File: config.mk
export PLATFORM = sky130hd
export DESIGN_NAME = msd_ctrl
export DESIGN_NICKNAME = d
export VERILOG_FILES = /design/src/msd_pkg.sv /design/src/msd_ctrl.sv
export SDC_FILE = /design/constraint.sdc
export NUM_CORES = 1
export LEC_CHECK = 0
export ABC_CLOCK_PERIOD_IN_PS = 2029
export BUFFER_PORTS_ARGS = -buffer_cell sky130_fd_sc_hd__buf_2
export CAP_MARGIN = 15
export CORE_AREA = 2 2 39 41
export DETAILED_ROUTE_END_ITERATION = 12
export DIE_AREA = 0 0 41 43
export SKIP_CTS_REPAIR_TIMING = 1
export SYNTH_ARGS = -nofsm -noshare
export SYNTH_HDL_FRONTEND = slang
export SYNTH_SLANG_ARGS = --single-unit
export TNS_END_PERCENT = 10
File: constraint.sdc
create_clock -name clock -period 2.03 [get_ports clock]
set_input_delay 0.609 -clock clock [delete_from_list [all_inputs] [get_ports clock]]
set_output_delay 0.609 -clock clock [all_outputs]
set_load 0.01 [all_outputs]
File: src/msd_pkg.sv
// Shared types, codes and the power-of-ten table for the middle-square generator.
`timescale 1ns / 1ps
package msd_pkg;

   localparam int unsigned SeedW   = 32;
   localparam int unsigned SqW     = 64;
   localparam int unsigned DigW    = 5;
   localparam logic [DigW-1:0] DigitsMax = 5'd19;

   // divider operand selection
   localparam logic [1:0] DIV_DROP  = 2'd0;
   localparam logic [1:0] DIV_KEEP  = 2'd1;
   localparam logic [1:0] DIV_RANGE = 2'd2;

   // result status codes
   localparam logic [1:0] STAT_OK    = 2'd0;
   localparam logic [1:0] STAT_ORDER = 2'd1;
   localparam logic [1:0] STAT_ZERO  = 2'd2;

   typedef struct packed {
      logic       load_seed;
      logic       capture;
      logic       square;
      logic       count;
      logic       div_start;
      logic [1:0] div_sel;
      logic       commit;
      logic       out_load;
   } cmd_type;

   typedef struct packed {
      logic min_gt_max;
      logic range_zero;
      logic cnt_done;
      logic div_busy;
      logic out_free;
   } sts_type;

   function automatic logic [SqW-1:0] pow10(input logic [DigW-1:0] e);
      logic [SqW-1:0] r;
      unique case (e)
         5'd0:    r = 64'd1;
         5'd1:    r = 64'd10;
         5'd2:    r = 64'd100;
         5'd3:    r = 64'd1000;
         5'd4:    r = 64'd10000;
         5'd5:    r = 64'd100000;
         5'd6:    r = 64'd1000000;
         5'd7:    r = 64'd10000000;
         5'd8:    r = 64'd100000000;
         5'd9:    r = 64'd1000000000;
         5'd10:   r = 64'd10000000000;
         5'd11:   r = 64'd100000000000;
         5'd12:   r = 64'd1000000000000;
         5'd13:   r = 64'd10000000000000;
         5'd14:   r = 64'd100000000000000;
         5'd15:   r = 64'd1000000000000000;
         5'd16:   r = 64'd10000000000000000;
         5'd17:   r = 64'd100000000000000000;
         5'd18:   r = 64'd1000000000000000000;
         5'd19:   r = 64'd10000000000000000000;
         default: r = '1;
      endcase
      return r;
   endfunction

endpackage

File: src/msd_ctrl.sv
// Controller state machine sequencing square, digit count and the three divisions.
`timescale 1ns / 1ps
module msd_ctrl
   import msd_pkg::*;
(
   input  logic    clock,
   input  logic    reset,
   input  logic    req_valid,
   input  logic    req_action,
   input  sts_type sts,
   output cmd_type cmd,
   output logic    req_stall
);

   localparam logic [3:0] ST_IDLE  = 4'd0;
   localparam logic [3:0] ST_CHECK = 4'd1;
   localparam logic [3:0] ST_SQR   = 4'd2;
   localparam logic [3:0] ST_CNT   = 4'd3;
   localparam logic [3:0] ST_STA   = 4'd4;
   localparam logic [3:0] ST_WTA   = 4'd5;
   localparam logic [3:0] ST_STB   = 4'd6;
   localparam logic [3:0] ST_WTB   = 4'd7;
   localparam logic [3:0] ST_STC   = 4'd8;
   localparam logic [3:0] ST_WTC   = 4'd9;
   localparam logic [3:0] ST_DONE  = 4'd10;

   logic [3:0] state_ff, state_in;

   always_comb begin
      state_in = state_ff;
      cmd      = '0;
      cmd.div_sel = DIV_DROP;
      unique case (state_ff)
         ST_IDLE: begin
            if (req_valid) begin
               if (req_action) begin
                  cmd.capture = 1'b1;
                  state_in    = ST_CHECK;
               end else begin
                  cmd.load_seed = 1'b1;
               end
            end
         end
         ST_CHECK: state_in = sts.min_gt_max ? ST_DONE : ST_SQR;
         ST_SQR: begin
            cmd.square = 1'b1;
            state_in   = ST_CNT;
         end
         ST_CNT: begin
            cmd.count = 1'b1;
            if (sts.cnt_done) begin
               state_in = ST_STA;
            end
         end
         ST_STA: begin
            cmd.div_start = 1'b1;
            state_in      = ST_WTA;
         end
         ST_WTA: if (!sts.div_busy) state_in = ST_STB;
         ST_STB: begin
            cmd.div_start = 1'b1;
            cmd.div_sel   = DIV_KEEP;
            state_in      = ST_WTB;
         end
         ST_WTB: begin
            if (!sts.div_busy) begin
               cmd.commit = 1'b1;
               state_in   = sts.range_zero ? ST_DONE : ST_STC;
            end
         end
         ST_STC: begin
            cmd.div_start = 1'b1;
            cmd.div_sel   = DIV_RANGE;
            state_in      = ST_WTC;
         end
         ST_WTC: if (!sts.div_busy) state_in = ST_DONE;
         ST_DONE: begin
            if (sts.out_free) begin
               cmd.out_load = 1'b1;
               state_in     = ST_IDLE;
            end
         end
         default: state_in = ST_IDLE;
      endcase
   end

   always_ff @(posedge clock) begin
      if (reset) begin
         state_ff <= ST_IDLE;
      end else begin
         state_ff <= state_in;
      end
   end

   assign req_stall = state_ff != ST_IDLE;

endmodule

# --- Yosys cells after proc, flatten, opt, wreduce, memory -nomap -nowiden ---
# Cells that the tools add are included.
word_totals:
  ff_bits: 4
  out_inout_bits: 10
  input_bits: 9
  latchBits: 0
  ramBits: 0
  romBits: 0
  mem_count: 0
classes:
  n_div: 0
  mux: 22
  addsub: 0
  n_shift: 0
  n_eq_ne: 17
  mul: 0
  n_reduce_logical: 4
  bitwise: 0
  n_lt_le_gt_ge: 0
ops:
  columns: ["op", "count"]
  rows:
  - ["$pmux 4 s11", 1]
  - ["$mux 4", 8]
  - ["$eq 4x3->1 const B", 4]
  - ["$ne 2x2->1 const B", 7]
  - ["$eq 4x4->1 const B", 3]
  - ["$mux 1", 9]
  - ["$eq 4x2->1 const B", 2]
  - ["$reduce_and 7->1", 1]
  - ["$mux 2", 3]
  - ["$eq 4x1->1 const B", 1]
  - ["$logic_not 4->1", 1]
  - ["$pmux 2 s2", 1]
  - ["$reduce_bool 4->1", 1]
  - ["$reduce_or 3->1", 1]

# --- Logic depth before layout (Yosys ltp) ---
# Gate-level depths: netlist (run 1).
logic_depth:
  word_depth: 3
  depth_mapped: 5
  ltp_nobuf: 4

# --- Least setup slack after synthesis (run 1) ---
# Ideal clock, no wire load.
synth_path:
  kind: "register -> output"
  start: "register state_ff[1]"
  end: "output port cmd[1] (netlist name)"
  n_path_buf: 1
  arrival_ps: 1071
  path_stages_with_launch: 4
  path_slack_ps: 350
  required_ps: 1421
  cell_sequence: "dfxtp_1 > clkbuf_1 > nand2_1 > nor3_1"
synth_rtl:
  columns: ["element", "line_no", "source"]
  rows:
  - ["start, declared", "msd_ctrl.sv:27", "logic [3:0] state_ff, state_in;"]
  - ["start signal, assigned", "msd_ctrl.sv:91", "state_ff <= state_in;"]
  - ["end, declared", "msd_ctrl.sv:11", "output cmd_type cmd,"]

==> run_results.csv, run 1 <==
group,metric,value,unit
floorplan,start_util,27.6,%
power,leakagePower,0.241,nW
cells_and_area,drive_gt1_share,36.5,%
route,antenna_left,0,
synth,synth_nets,65,
place,gp_congestion,0.746,
synth,synth_compound_area_share,24.3,%
power,p_total,0.514,mW
route,drt_iter0_drc,10,
clocking,path_clk_slew,40,ps
synth,synth_top_area_cell,"dfxtp_1",
cells_and_area,n_antenna_cell,0,
clocking,cts_tree,"built",
clocking,clock_latency,230,ps
global_route,grt_remaining_overflow,0,
synth,synthTopCellsByArea,"dfxtp_1, nand2b_1, nor2_1",
critical_path,cp_max_fo,14,
timing,slew_headroom,81.6,%
cells_and_area,num-fill-cells,149,
cells_and_area,reg_top3,"state_ff x4",
floorplan,core_area,0.00138,mm2
synth,yosys.area_share.simple,42.3,%
timing,period_needed,1880,ps
status,status,"finished clean",
cells_and_area,finalNetCount,85,
job,drv_cap,0,
global_route,grt_antenna_before_repair,0,
timing,max_freq,0.532,GHz
synth,postSynthCellCount,56,
global_route,grt_pass1_vias,353,
place,place_inst,86,
cells_and_area,largest_register,"state_ff",
power,p_per_area,989,mW/mm2
route,via_per_inst,5.22,
floorplan,ios,19,
floorplan,die_h,43,um
timing,fin_crit_sh,92.7,%
clocking,cts_buffers,3,
synth,yosys.area.top_type_share,21.0,%
route,met2_length,493,um
route,first_pass_iters,4,
power,irDropWorstVdd,0.608,mV
timing,holdWs,586,ps
critical_path,cp-start-kind,"register",
timing,setup_ws,149,ps
clocking,cts_max_level,1,
synth,yosys.area_share.adder,0,%
synth,syn_area,382,um2
synth,synth_most_common_cell,"nor2_1",
clocking,clock-sinks,4,
timing,worstMarginPinSlew,274,ps
synth,synth-main-ff-cell,"dfxtp_1",
synth,ys_types,24,
global_route,grt_max_degree,16,
floorplan,core.rowCount,14,
floorplan,die_area,0.00176,mm2
cells_and_area,utilization,37.5,%
route,m1WireLength,383,um
critical_path,path_class,"reg2out",
synth,async_flop_share,0,%
critical_path,cp-end-kind,"primary output",
place,dpl.hpwl,745,um
route,wl_per_cell,10.7,um
timing,finalHoldViolations,0,
place,portBuffers,18,
synth,muxShareOfSynthArea,5.25,%
cells_and_area,synthToLayoutAreaGrowth,36.1,%
global_route,grt_pass1_wl,1480,um
synth,synth_top_cells_by_count,"nor2_1, nand2_1, nand2b_1, nor3_1",
route,met3_length,83,um
timing,rsz0062_at_grt,"no",
route,wirelength,961,um
synth,synth_edf_count,0,
timing,final_max_slew_viol_count,0,
synth,ys_warn_count,0,
synth,synth_xor_area_share,0,%
synth,yosysSeqAreaShare,21.0,%
route,via_count,470,
synth,synth_area_per_cell,6.81,um2
clocking,cts_buffer_depth,2,
floorplan,die_w,41,um
global_route,grt_usage,12.5,%
timing,clock_skew,3.79,ps
min_path,hold_path.class,"reg2reg",
critical_path,worstPathArrival,1270,ps
cells_and_area,largest_reg_flops,4,
critical_path,required,1420,ps
timing,setup_violations,0,
clocking,root_buffer,"clkbuf_4",
place,post-place-ws,213,ps
route,top_layer,"met3",
synth,synth_top_family_by_area,"simple AND/OR/NAND/NOR gates",
synth,synth-seq-cells,4,
route,drc_errors,0,
cells_and_area,layoutNonFillerInstCount,90,
[per-layer routing]
metal / up-vias / GRT usage [%]
met2: 17 / 17.2
li1: 237 / -
met5: - / 0
met3: 0 / 7.33
met1: 216 / 14.7
met4: 0 / 6.67
[final cells by class]
cell class              count  area [um2]  share of cell area (%)
multi-input cells          45         283                    54.5
flip-flops and latches      4        85.1                    16.4
inverters                   3        11.3                    2.17
well taps                  16        20.0                    3.86
repair buffers             19        97.6                    18.8
clock buffers               3        22.5                    4.34
[layout by cell type (no fill, tap or decap), drive strengths merged, types with 2 or more instances in the layout]
cell type	synthesis	layout
buf	1	19
nor2	7	7
nand2b	5	5
nor3	5	5
nand2	5	5
a21oi	4	4
dfxtp	4	4
inv	3	3
o21ai	3	3
clkbuf	3	3
a211oi	2	2
mux2i	2	2
[worst paths after layout]
check,from,endpoint,slack (ps),cells past startpoint
worst min register to register,state_ff[1]$_SDFFE_PP0P_,state_ff[1]$_SDFFE_PP0P_,590,2
worst min-delay path,state_ff[1]$_SDFFE_PP0P_,state_ff[1]$_SDFFE_PP0P_,590,2
worst max register to register,state_ff[3]$_SDFFE_PP0P_,state_ff[1]$_SDFFE_PP0P_,580,5
worst max-delay path,state_ff[3]$_SDFFE_PP0P_,cmd[7],150,3
[power breakdown]
group | total, mW | leakage (nW) | internal [mW] | switching [mW]
clock | 0.0938 | 0.0138 | 0.0658 | 0.0280
combinational | 0.249 | 0.192 | 0.139 | 0.110
sequential | 0.171 | 0.0344 | 0.102 | 0.0687
total | 0.514 | 0.241 | 0.307 | 0.207
[worst max-delay path: stages (launching register included)]
cell     delay (ps)
dfxtp_2         380
nor4_4          350
and3_1          190
buf_2           120
[through the flow]
stage	area, um2	TNS (ps)
2_1_floorplan	382	0
4_1_cts	498	-82.0
6_report	519	0
5_1_grt	519	0
3_3_place_gp	475	0
3_5_place_dp	475	0
[logic make-up (layout without fill, tap and decap cells)]
logic type	count (synthesis)	count (layout)
and+or+nand+nor	29	29
buffers and inverters	7	25
DFF	4	4
AOI/OAI and AO/OA	14	14
muxes	2	2
(Power assumes the default switching activity.)
==> inputs of run 2 (changes only) <==
- ABC_CLOCK_PERIOD_IN_PS: 2029 -> not set
- CELL_PAD_IN_SITES_DETAIL_PLACEMENT: not set -> 0
- CELL_PAD_IN_SITES_GLOBAL_PLACEMENT: not set -> 1
- PLACE_DENSITY_LB_ADDON: not set -> 0.1
==> run_results.csv, run 2 (synthesized netlist as in run 1, its figures left out) <==
group,metric,value,unit
critical_path,crit_chain,"nor4_4 -> and3_1 -> buf_2",
critical_path,crit_buf_inv,1,
cells_and_area,layoutNonFillerInstCount,91,
route,via_per_inst,5.02,
floorplan,ios,19,
timing,fin_crit_sh,93.5,%
floorplan,die_area,0.00176,mm2
route,first_pass_iters,2,
place,gp_congestion,0.699,
status,status,"finished clean",
place,placed_area,490,um2
place,portBuffers,18,
floorplan,core.rowCount,14,
clocking,cts_buffer_depth,2,
cells_and_area,drive_gt1_share,36.0,%
timing,totalNegativeSetupSlack,0,ps
cells_and_area,final_cell_mix,"buf_2, nor2_1, nand2b_1, nor3_1, nand2_1",
route,wl_per_cell,11.1,um
global_route,grt_pass1_vias,386,
min_path,hold_path.class,"reg2reg",
critical_path,cp-end-kind,"primary output",
route,wirelength,1010,um
clocking,clock_latency,240,ps
critical_path,cpMaxStageDelayCell,"dfxtp_4",
critical_path,critical_path.top_delay_family,"simple AND/OR/NAND/NOR gates",
timing,rsz0062_at_grt,"no",
cells_and_area,multi_input_area,283,um2
cells_and_area,largest_register,"state_ff",
cells_and_area,utilization,38.2,%
clocking,root_buffer,"clkbuf_4",
critical_path,cp-start-kind,"register",
cells_and_area,n_antenna_cell,0,
critical_path,required,1420,ps
clocking,cts_max_level,1,
cells_and_area,largest_reg_flops,4,
global_route,grt_pass1_wl,1580,um
timing,clock_skew,5.79,ps
critical_path,path_class,"reg2out",
power,leakagePower,0.247,nW
route,via_count,457,
timing,period_needed,1900,ps
critical_path,worstPathArrival,1290,ps
clocking,clock-sinks,4,
floorplan,core_area,0.00138,mm2
route,antenna_left,0,
route,drc_errors,0,
critical_path,cp_max_fo,14,
global_route,grt_usage,13.3,%
floorplan,die_h,43,um
clocking,path_clk_slew,40,ps
route,drt_iter0_drc,4,
timing,finalHoldViolations,0,
global_route,grt_antenna_before_repair,0,
place,place_inst,88,
timing,max_freq,0.527,GHz
global_route,grt_max_degree,15,
clocking,cts_buffers,3,
cells_and_area,stdcell_area,528,um2
timing,final_max_slew_viol_count,0,
power,p_per_area,972,mW/mm2
job,drv_cap,0,
place,dpl.hpwl,773,um
floorplan,start_util,27.6,%
timing,slew_headroom,80.8,%
power,irDropWorstVdd,0.267,mV
cells_and_area,finalNetCount,86,
timing,worstMarginPinSlew,286,ps
cells_and_area,final_common_cell,"buf_2",
cells_and_area,synthToLayoutAreaGrowth,38.4,%
global_route,grt_remaining_overflow,0,
cells_and_area,reg_top3,"state_ff x4",
critical_path,slowest_delay,390,ps
floorplan,die_w,41,um
cells_and_area,num-fill-cells,162,
power,p_total,0.513,mW
timing,setup_violations,0,
clocking,cts_tree,"built",
cells_and_area,register_area,86.3,um2
==> run 2: metrics by stage <==
stage / hold slack, ps / setup WS [ps]
4_1_cts: 568 / -35.0
2_1_floorplan: 643 / 350
3_3_place_gp: 676 / 280
3_5_place_dp: 677 / 223
6_report: 553 / 132
5_1_grt: 572 / 1.69
==> run 2: path summary, 6_finish.rpt <==
check	startpoint	end	slack [ps]	cells after the start
worst max-delay path	state_ff[3]$_SDFFE_PP0P_	cmd[7]	130	3
worst min-delay path	state_ff[3]$_SDFFE_PP0P_	state_ff[2]$_SDFFE_PP0P_	550	1
worst max register to register	state_ff[1]$_SDFFE_PP0P_	state_ff[0]$_SDFFE_PP0P_	590	5
worst min register to register	state_ff[3]$_SDFFE_PP0P_	state_ff[2]$_SDFFE_PP0P_	550	1
==> run 2: layout make-up <==
cell class / count / share of cell area, %
Clock buffer: 3 / 4.27
Sequential cell: 4 / 16.4
Multi-Input combinational cell: 45 / 53.6
Inverter: 3 / 2.13
Tap cell: 16 / 3.79
Timing Repair Buffer: 20 / 19.9
==> run 2: report_power, final <==
| group | leakage (nW) | switching, mW | internal, mW |
|---|---|---|---|
| registers | 0.0342 | 0.0567 | 0.103 |
| logic | 0.199 | 0.121 | 0.133 |
| clock network | 0.0138 | 0.0338 | 0.0662 |
| total | 0.247 | 0.211 | 0.302 |
==> run 2: routing by layer <==
layer  part of all wire, %  vias to the layer above  track usage [%]
li1                      -                      239                -
met1                    46                      203             17.7
met2                    48                       15             17.5
met3                   6.5                        0             7.85
met4                     0                        0             4.00
met5                     0                        -                0
==> run 2: worst register-to-register path, delay by kind of cell, from the launching register on <==
family | cells | cell delay (ps)
buf+inv | 1 | 180
simple gates | 1 | 340
compound gates | 3 | 430
flops | 1 | 410
==> inputs of run 3 (changes only) <==
- CELL_PAD_IN_SITES_DETAIL_PLACEMENT: 0 -> 2
- CELL_PAD_IN_SITES_GLOBAL_PLACEMENT: 1 -> 2
- CORE_AREA: 2 2 39 41 -> not set
- CORE_MARGIN: not set -> 2
- CORE_UTILIZATION: not set -> 22
- DIE_AREA: 0 0 41 43 -> not set
- HOLD_SLACK_MARGIN: not set -> 0.02
==> run_results.csv, run 3 (synthesized netlist as in run 1, its figures left out) <==
group,metric,value,unit
clocking,cts_max_level,1,
floorplan,core_area,0.00167,mm2
global_route,grt_max_degree,15,
route,via_per_inst,5.07,
timing,setup_violations,0,
floorplan,die_h,45.7,um
timing,slew_headroom,81.1,%
clocking,clock_latency,240,ps
critical_path,crit_buf_inv,1,
place,post-place-ws,247,ps
clocking,cts_tree,"built",
cells_and_area,reg_top3,"state_ff x4",
cells_and_area,final_common_cell,"buf_2",
route,drc_errors,0,
timing,worstMarginPinSlew,283,ps
route,antenna_left,0,
cells_and_area,num-fill-cells,218,
cells_and_area,drive_gt1_share,36.0,%
power,leakagePower,0.246,nW
clocking,cts_buffer_depth,2,
floorplan,die_w,45.7,um
route,wl_per_cell,13.2,um
power,p_total,0.517,mW
clocking,clock-sinks,4,
timing,finalHoldViolations,0,
place,gp_congestion,0.675,
critical_path,required,1420,ps
status,status,"finished clean",
clocking,path_clk_slew,40,ps
min_path,hold_path.class,"in2reg",
critical_path,cp-start-kind,"register",
timing,fin_crit_sh,93.6,%
timing,clock_skew,3.81,ps
timing,max_freq,0.527,GHz
cells_and_area,register_area,83.8,um2
cells_and_area,n_antenna_cell,0,
floorplan,core.rowCount,15,
floorplan,die_area,0.00208,mm2
cells_and_area,multi_input_area,283,um2
cells_and_area,finalNetCount,86,
cells_and_area,largest_reg_flops,4,
cells_and_area,largest_register,"state_ff",
global_route,grt_antenna_before_repair,0,
critical_path,slowest_delay,380,ps
floorplan,ios,19,
critical_path,critical_path.top_delay_family,"simple AND/OR/NAND/NOR gates",
critical_path,crit_chain,"nor4_4 -> and3_1 -> buf_2",
cells_and_area,synthToLayoutAreaGrowth,38.0,%
critical_path,cp-end-kind,"primary output",
global_route,grt_remaining_overflow,0,
timing,rsz0062_at_grt,"no",
place,dpl.hpwl,953,um
clocking,root_buffer,"clkbuf_4",
route,drt_iter0_drc,2,
clocking,cts_buffers,3,
job,drv_cap,0,
critical_path,path_class,"reg2out",
critical_path,cpMaxStageDelayCell,"dfxtp_1",
place,portBuffers,18,
critical_path,cp_max_fo,7,
timing,holdWs,575,ps
route,wirelength,1220,um
global_route,grt_usage,13.4,%
power,p_per_area,981,mW/mm2
floorplan,start_util,22.8,%
critical_path,r2r_setup_slack,600,ps
power,irDropWorstVdd,0.431,mV
global_route,grt_pass1_vias,459,
cells_and_area,final_cell_mix,"buf_2, nor2_1, nand2b_1, nor3_1, nand2_1",
route,via_count,466,
critical_path,worstPathArrival,1290,ps
timing,period_needed,1900,ps
route,first_pass_iters,3,
timing,setup_ws,131,ps
global_route,grt_pass1_wl,1950,um
timing,final_max_slew_viol_count,0,
cells_and_area,stdcell_area,527,um2
place,placed_area,492,um2
-- run 3: report_power, final --
| group | internal (mW) | switching [mW] | total, mW |
|---|---|---|---|
| registers | 0.100 | 0.0585 | 0.159 |
| logic | 0.136 | 0.122 | 0.258 |
| clock network | 0.0662 | 0.0337 | 0.0999 |
| total | 0.303 | 0.214 | 0.517 |
-- run 3: path summary, 6_finish.rpt --
path                                                from                  endpoint  cells after the start
worst max-delay path            state_ff[0]$_SDFFE_PP0P_                    cmd[7]                      3
worst min-delay path                               reset  state_ff[2]$_SDFFE_PP0P_                      2
worst min register to register  state_ff[1]$_SDFFE_PP0P_  state_ff[1]$_SDFFE_PP0P_                      2
worst max register to register  state_ff[3]$_SDFFE_PP0P_  state_ff[1]$_SDFFE_PP0P_                      4
-- run 3: stage by stage --
step | utilization (%) | setup TNS [ps] | std cells
floorplan | - | 0 | 56
global placement | 29.4 | 0 | 89
detailed placement | 29.4 | 0 | 89
CTS | 30.8 | -7.33 | 92
global route | 31.5 | 0 | 92
finish | 31.5 | 0 | 92
-- run 3: area by class of cell --
class	instances	area share, %
sequential	4	15.9
tap	17	4.04
multi-input combinational	45	53.7
timing repair buffer	20	20.0
clock buffer	3	4.28
inverter	3	2.14
-- run 3: worst register-to-register path, delay by kind of cell (launching register included) --
family           cells  cell delay [ps]
AO/OA/AOI/OAI        2              380
AND/OR/NAND/NOR      1              340
multiplexers         1              110
flip-flops           1              470
-- run 3: per-layer routing --
metal | GRT usage [%] | up-vias | share of wire [%]
met1 | 16.2 | 213 | 44
met3 | 4.76 | 2 | 4.6
met5 | 0 | - | 0
met2 | 22.3 | 16 | 50
met4 | 3.53 | 0 | 1.3
li1 | - | 235 | -
